===== config.mk =====
export PLATFORM = sky130hd
export DESIGN_NAME = insertion_permutation_enumerator_top
export DESIGN_NICKNAME = d
export VERILOG_FILES = /design/src/ipe_pkg.sv /design/src/insertion_permutation_enumerator_top.sv /design/src/ipe_perm_cell.sv /design/src/ipe_digit_cell.sv
export SDC_FILE = /design/constraint.sdc
export NUM_CORES = 1
export LEC_CHECK = 0
export BUFFER_PORTS_ARGS = -buffer_cell sky130_fd_sc_hd__clkbuf_2
export CORE_ASPECT_RATIO = 0.7
export CORE_MARGIN = 1
export CORE_UTILIZATION = 58
export DETAILED_ROUTE_END_ITERATION = 12
export MAX_ROUTING_LAYER = met4
export PLACE_DENSITY = 0.76
export SETUP_SLACK_MARGIN = 0.4
export SLEW_MARGIN = 20
export SYNTH_ARGS = -nofsm -noshare
export SYNTH_HDL_FRONTEND = slang
export SYNTH_HIERARCHICAL = 1
export SYNTH_SLANG_ARGS = --single-unit

===== constraint.sdc =====
create_clock -name clk -period 4.8 [get_ports clk]
set_input_delay 0.72 -clock clk [delete_from_list [all_inputs] [get_ports clk]]
set_output_delay 0.72 -clock clk [all_outputs]
set_load 0.05 [all_outputs]

===== src/ipe_pkg.sv =====
// Shared types for the insertion permutation enumerator.
`default_nettype none
package ipe_pkg;

	// Sequencer states.
	typedef enum logic [1:0] {
		ST_IDLE,
		ST_BUILD,
		ST_EMIT
	} ipe_state_t;

	// Per-cycle command to the row of permutation cells.
	typedef struct packed {
		logic ins;   // insert the current value, shifting the tail right
		logic emit;  // shift the row left by one toward the output
	} ipe_cell_ctl_t;

	// Reset value of the length register.
	localparam logic [3:0] PERM_LENGTH_RESET = 4'd4;

endpackage
`default_nettype wire


===== src/insertion_permutation_enumerator_top.sv =====
// Top level of the insertion permutation enumerator.
`default_nettype none
// Each accepted request transaction yields n result transactions, one per
// element of the current permutation of 1..n (n = perm_length, 0 read as 1,
// values above MAX_LEN read as MAX_LEN). A request first builds the
// permutation in a row of MAX_LEN cells, one insertion per cycle, then
// shifts the elements out of cell 0, holding while out_stall is high;
// in_stall holds new requests off until the last element has left; the
// build runs through the cell row. The insertion digits form a mixed-radix
// counter held in a second row of cells; it advances as the last element of
// a permutation leaves, wrapping from 1,2,..,n back to n,..,1. restart
// clears the counter before the build. perm_length is written through
// cfg_we / cfg_wdata and must only change while no request is in flight.
module insertion_permutation_enumerator_top #(
	parameter int MAX_LEN = 8
) (
	input  wire        clk,
	input  wire        arst_n,
	// configuration
	input  wire        cfg_we,
	input  wire  [3:0] cfg_wdata,
	// request channel
	input  wire        in_valid,
	output logic       in_stall,
	input  wire        restart,
	// result channel
	output logic       out_valid,
	input  wire        out_stall,
	output logic [3:0] element_value,
	output logic [2:0] element_position,
	output logic       last_of_run,
	output logic       final_permutation
);
	import ipe_pkg::*;

	localparam int DW = (MAX_LEN > 1) ? $clog2(MAX_LEN) : 1;  // position width
	localparam int VW = $clog2(MAX_LEN + 1);                  // value / count width

	// ---------------------------------------------------------------
	// Configuration
	// ---------------------------------------------------------------
	logic [3:0] perm_length_q;

	always_ff @(posedge clk or negedge arst_n) begin
		if (!arst_n) begin
			perm_length_q <= PERM_LENGTH_RESET;
		end else if (cfg_we) begin
			perm_length_q <= cfg_wdata;
		end
	end

	// Effective length: zero reads as one, saturate at MAX_LEN.
	logic [4:0]    pl_ext;
	logic [VW-1:0] len_eff;

	assign pl_ext = {1'b0, perm_length_q};

	always_comb begin
		if (pl_ext == 5'd0) begin
			len_eff = VW'(1);
		end else if (pl_ext > 5'(MAX_LEN)) begin
			len_eff = VW'(MAX_LEN);
		end else begin
			len_eff = VW'(pl_ext);
		end
	end

	// ---------------------------------------------------------------
	// Sequencer
	// ---------------------------------------------------------------
	ipe_state_t    state_q, state_d;
	logic [VW-1:0] len_q;     // n latched for this request
	logic [DW-1:0] step_q;    // insertion step k-1 during build
	logic [DW-1:0] idx_q;     // output position during emit

	logic          in_fire;
	logic          out_fire;
	logic          build_done;
	logic          emit_done;

	assign in_fire    = in_valid & ~in_stall;
	assign out_fire   = out_valid & ~out_stall;
	assign build_done = (VW'(step_q) + VW'(1)) == len_q;
	assign emit_done  = (VW'(idx_q) + VW'(1)) == len_q;

	always_comb begin
		state_d = state_q;
		case (state_q)
			ST_IDLE:  if (in_fire)                 state_d = ST_BUILD;
			ST_BUILD: if (build_done)              state_d = ST_EMIT;
			ST_EMIT:  if (out_fire && emit_done)   state_d = ST_IDLE;
			default:                               state_d = ST_IDLE;
		endcase
	end

	ipe_cell_ctl_t cell_ctl;
	logic          digit_clear;
	logic          digit_adv;

	always_comb begin
		in_stall      = (state_q != ST_IDLE);
		out_valid     = (state_q == ST_EMIT);
		cell_ctl.ins  = (state_q == ST_BUILD);
		cell_ctl.emit = out_fire;
		digit_clear   = in_fire & restart;
		digit_adv     = out_fire & emit_done;
	end

	always_ff @(posedge clk or negedge arst_n) begin
		if (!arst_n) begin
			state_q <= ST_IDLE;
			len_q   <= VW'(1);
			step_q  <= '0;
			idx_q   <= '0;
		end else begin
			state_q <= state_d;
			if (in_fire) begin
				len_q  <= len_eff;
				step_q <= '0;
				idx_q  <= '0;
			end else if (state_q == ST_BUILD) begin
				step_q <= step_q + DW'(1);
			end else if (out_fire) begin
				idx_q <= idx_q + DW'(1);
			end
		end
	end

	// ---------------------------------------------------------------
	// Digit row: mixed-radix counter, carry runs from d_n down to d_1
	// ---------------------------------------------------------------
	logic [DW-1:0] digit_w [MAX_LEN];
	logic [MAX_LEN:0] carry_w;

	assign carry_w[MAX_LEN] = 1'b1;

	for (genvar g = 0; g < MAX_LEN; g++) begin : g_digit
		ipe_digit_cell #(
			.K  (g + 1),
			.DW (DW),
			.VW (VW)
		) u_digit (
			.clk       (clk),
			.arst_n    (arst_n),
			.clear     (digit_clear),
			.adv       (digit_adv),
			.len       (len_q),
			.carry_in  (carry_w[g+1]),
			.carry_out (carry_w[g]),
			.digit     (digit_w[g])
		);
	end

	// ---------------------------------------------------------------
	// Permutation row
	// ---------------------------------------------------------------
	logic [DW-1:0] ins_digit;
	logic [DW-1:0] ins_pos;
	logic [VW-1:0] ins_val;

	assign ins_digit = digit_w[step_q];
	assign ins_pos   = (ins_digit > step_q) ? step_q : ins_digit;
	assign ins_val   = VW'(step_q) + VW'(1);

	logic [VW-1:0] val_w   [MAX_LEN];
	logic [VW-1:0] left_w  [MAX_LEN];
	logic [VW-1:0] right_w [MAX_LEN];

	for (genvar g = 0; g < MAX_LEN; g++) begin : g_perm
		if (g == 0) begin : g_first
			assign left_w[g] = '0;
		end else begin : g_mid_l
			assign left_w[g] = val_w[g-1];
		end
		if (g == MAX_LEN - 1) begin : g_last
			assign right_w[g] = '0;
		end else begin : g_mid_r
			assign right_w[g] = val_w[g+1];
		end

		ipe_perm_cell #(
			.IDX (g),
			.DW  (DW),
			.VW  (VW)
		) u_cell (
			.clk       (clk),
			.ctl       (cell_ctl),
			.ins_pos   (ins_pos),
			.ins_len   (step_q),
			.ins_val   (ins_val),
			.left_val  (left_w[g]),
			.right_val (right_w[g]),
			.val       (val_w[g])
		);
	end

	// ---------------------------------------------------------------
	// Result fields come straight off cell 0; they hold while stalled.
	// Digits only move on the last result, so the carry out of d_1 is
	// the final-permutation flag for every element.
	// ---------------------------------------------------------------
	assign element_value     = 4'(val_w[0]);
	assign element_position  = 3'(idx_q);
	assign last_of_run       = emit_done;
	assign final_permutation = carry_w[0];

endmodule
`default_nettype wire


===== src/ipe_perm_cell.sv =====
// One slot of the working permutation: insertion shift and output shift.
`default_nettype none
module ipe_perm_cell #(
	parameter int IDX = 0,
	parameter int DW  = 3,
	parameter int VW  = 4
) (
	input  wire                   clk,
	input  ipe_pkg::ipe_cell_ctl_t ctl,
	input  wire  [DW-1:0]         ins_pos,
	input  wire  [DW-1:0]         ins_len,
	input  wire  [VW-1:0]         ins_val,
	input  wire  [VW-1:0]         left_val,
	input  wire  [VW-1:0]         right_val,
	output logic [VW-1:0]         val
);
	import ipe_pkg::*;

	localparam logic [DW-1:0] MY_POS = DW'(IDX);

	logic [VW-1:0] val_q;

	always_ff @(posedge clk) begin
		if (ctl.ins) begin
			if (MY_POS == ins_pos) begin
				val_q <= ins_val;
			end else if (MY_POS > ins_pos && MY_POS <= ins_len) begin
				val_q <= left_val;
			end
		end else if (ctl.emit) begin
			val_q <= right_val;
		end
	end

	assign val = val_q;

endmodule
`default_nettype wire


===== src/ipe_digit_cell.sv =====
// One insertion digit d_k of the mixed-radix counter (radix k).
`default_nettype none
module ipe_digit_cell #(
	parameter int K  = 1,
	parameter int DW = 3,
	parameter int VW = 4
) (
	input  wire           clk,
	input  wire           arst_n,
	input  wire           clear,
	input  wire           adv,
	input  wire  [VW-1:0] len,
	input  wire           carry_in,
	output logic          carry_out,
	output logic [DW-1:0] digit
);
	localparam logic [DW-1:0] TOP   = DW'(K - 1);
	localparam logic [VW-1:0] MY_K  = VW'(K);

	logic [DW-1:0] digit_q;
	logic          active;
	logic          at_top;

	assign active    = (MY_K <= len);
	assign at_top    = (digit_q == TOP);
	// carry: every active digit from here upward sits at its top value
	assign carry_out = carry_in & (~active | at_top);

	always_ff @(posedge clk or negedge arst_n) begin
		if (!arst_n) begin
			digit_q <= '0;
		end else if (clear) begin
			digit_q <= '0;
		end else if (adv && active && carry_in) begin
			digit_q <= at_top ? '0 : digit_q + DW'(1);
		end
	end

	assign digit = digit_q;

endmodule
`default_nettype wire

==> impl_metrics.env <==
export IMPL_status="complete, no violations"
export IMPL_reg2reg_from="step_q[0]$_DFFE_PN0P_"
export IMPL_rows=26
export IMPL_wirelength_met1_mm=4.83
export IMPL_synthArstFlopShare_pct=55.6
export IMPL_setup_viol=0
export IMPL_max_vdd_ir_drop_mv=0.389
export IMPL_synth_avg_cell_area_um2=10.1
export IMPL_ctsHtreeMaxLevel=3
export IMPL_yosysWarnings=6
export IMPL_critPathCaptureType="flop"
export IMPL_hold_depth=1
export IMPL_finClkSkew_ps=4.44
export IMPL_fmax_ghz=0.242
export IMPL_postCtsSetupBuffers=0
export IMPL_fin_crit_sh_pct=85.9
export IMPL_maxCapViolCount=0
export IMPL_fin_cells=587
export IMPL_final_nets=506
export IMPL_wl_mm=10.3
export IMPL_drive_gt1_share_pct=16.4
export IMPL_cts_tree="built"
export IMPL_wl_met2_mm=4.48
export IMPL_crit_fanout=22
export IMPL_ys_seq_elements=72
export IMPL_via_per_inst=6.22
export IMPL_cp_required_ps=4790
export IMPL_synth_edf_count=32
export IMPL_final_hold_viol_count=0
export IMPL_netlist_instances=456
export IMPL_drt_iter0_markers=243
export IMPL_dr_pass1_iters=5
export IMPL_r2r_cells=10
export IMPL_hp_class="flop to flop"
export IMPL_pwr_density_cell_nw_per_um2=636
export IMPL_min_to="len_q[0]$_DFFE_PN1P_"
export IMPL_antenna_found_initial=0
export IMPL_area_growth_pct=12.2
export IMPL_synth_seq_area_share_pct=42.5
export IMPL_path_clk_slew_ps=60
export IMPL_clk_root_buffer_cell="clkbuf_16"
export IMPL_clk_latency_ps=330
export IMPL_rsz0062_at_grt="no"
export IMPL_vias=3651
export IMPL_initial_core_util_pct=61.6
export IMPL_r2r_end="g_perm[4].u_cell/val[1]$_DFFE_PP_"
export IMPL_placed_area_um2=4830
export IMPL_slew_viol_final=0
export IMPL_diodes=0
export IMPL_ctsHoldBuffers=0
export IMPL_cts_sinks=72
export IMPL_overflow=0
export IMPL_grt_max_degree=50
export IMPL_dp_final_hpwl_mm=7.13
export IMPL_grt_pass1_vias=3404
export IMPL_fp_dieH_um=76.7
export IMPL_ys_types=69
export IMPL_dr_max_layer_used="met4"
export IMPL_routedWlPerCell_um=17.5
export IMPL_drcViolationCount=0
export IMPL_io_buffers=20
export IMPL_yosysTopAreaCell="edfxtp_1"
export IMPL_min_period_ps=4120
export IMPL_grt_total_usage_pct=27.9
export IMPL_die_area_um2=8340
export IMPL_hp_start="perm_length_q[3]$_DFFE_PN0P_"
export IMPL_synth_ff_type="dfrtp_1"
export IMPL_slew_headroom_pct=39.4
export IMPL_antenna_left=0
export IMPL_dp_cells=571
export IMPL_p_leak_nw=2.28
export IMPL_final_setup_tns_ps=0
export IMPL_worst_pin_slew_ps=909
export IMPL_yosys_top_cells_count="a21oi_1, nor2_1, dfrtp_1"
export IMPL_worstSetupStartpoint="step_q[0]$_DFFE_PN0P_"
export IMPL_grt_first_pass_wirelength_mm=17.0
export IMPL_reg2reg_setup_slack_ps=680
export IMPL_io_pins=21
export IMPL_crit_path_start_kind="flop"
export IMPL_fp_dieW_um=109
export IMPL_fillers=568
export IMPL_place_congestion=0.858
export IMPL_post_synth_top_count_cell="a21oi_1"
export IMPL_final_area_um2=5190
export IMPL_route_met3_wl_um=868
export IMPL_cp_arrival_ps=4120
export IMPL_netlist_area_um2=4630
export IMPL_coreArea_um2=7510
export IMPL_netlist_top_cells_area="edfxtp_1, dfrtp_1, mux2i_1"
export IMPL_synth_top_area_share_pct=20.8
export IMPL_path_class="flop to flop"
export IMPL_cts_buffer_depth=2
export IMPL_cts_made_buffers=9
==> placed cells by master (no fill, tap or decap), types with 7 or more instances in the layout <==
cell type	Yosys	routed
inv_1	17	16
clkbuf_2	1	19
nand2b_1	14	14
o31ai_1	9	9
a31oi_1	14	14
mux2_2	11	11
clkbuf_16	0	9
nor2_1	45	45
a21oi_1	46	46
nor3_1	7	7
buf_4	0	7
nand2_1	31	31
dfrtp_1	38	37
mux2i_1	29	28
ha_1	12	12
or4b_1	9	9
conb_1	2	10
nand3_1	11	11
nor2b_1	7	7
o21ai_0	23	23
edfxtp_1	32	32
==> flip-flops by register name (all words and copies together), names as in the netlist <==
signal	flops
g_perm.u_cell/val	32
perm_length_q	4
element_position	3
state_q	2
step_q	3
g_digit.u_digit/digit	24
len_q	4
==> worst max path at each step <==
stage,to,depth (start not counted),slack [ps]
final,g_perm[4].u_cell/val[1]$_DFFE_PP_,10,680
after global routing,g_perm[4].u_cell/val[1]$_DFFE_PP_,10,470
after CTS,g_perm[4].u_cell/val[1]$_DFFE_PP_,10,460
after detailed placement,g_perm[4].u_cell/val[1]$_DFFE_PP_,10,470
after global placement,g_perm[4].u_cell/val[2]$_DFFE_PP_,10,670
after floorplan,g_digit[4].u_digit/digit[1]$_DFFE_PN0P_,8,700
==> routing by layer <==
metal	vias to the layer above	track usage, %
met4	0	8.92
met5	-	-
met1	1735	40.0
li1	1756	-
met2	146	39.1
met3	14	6.12
==> cell type report <==
| type | count | area (µm²) | share of cell area (%) |
|---|---|---|---|
| clock buffer | 10 | 229 | 4.41 |
| clock inverter | 6 | 131 | 2.53 |
| inverter | 18 | 67.6 | 1.30 |
| multi-input combinational | 356 | 2520 | 48.6 |
| sequential | 72 | 1970 | 37.9 |
| tap | 98 | 123 | 2.36 |
| timing repair buffer | 27 | 153 | 2.94 |
==> report_power, final <==
part	internal [W]	switching (W)
clock	0.000558	0.000249
combinational	0.000483	0.000868
sequential	0.000960	0.000186
total	0.00200	0.00130
==> worst max-delay path, cell delays in order (launching register included) <==
cell     delay (ps)
dfrtp_2         600
mux4_1          600
nand2_1         100
nand2_2          70
ha_1            300
nor2b_1         120
o21ai_0          90
a32oi_1         360
mux2_2          580
or3b_1          560
a31oi_1         410
==> timing repair <==
action                     CTS  global route
setup endpoints to repair    0             8
hold endpoints to repair     0             0
resized for setup            0             1
==> through the flow <==
stage	util (%)	setup slack, ps	total power [W]	hold slack (ps)
after floorplan	-	704	0.00216	424
after global placement	64.3	667	0.00243	474
after detailed placement	64.3	472	0.00248	494
after CTS	69.0	460	0.00330	502
after global routing	69.1	466	0.00350	540
final	69.1	676	0.00330	494
==> logic make-up (layout without fill, tap and decap cells) <==
group           after synthesis  after routing  share of synthesized area (%)
compound gates              117            117                           15.6
xor+xnor                      6              6                           1.46
fa+ha+maj                    12             12                           3.24
buf+inv                      36             61                           3.79
flops                        72             72                           42.5
mux                          47             47                           12.5
other cells                   2             10                          0.162
simple gates                164            164                           20.8
Power figures use the tool's default switching activity.
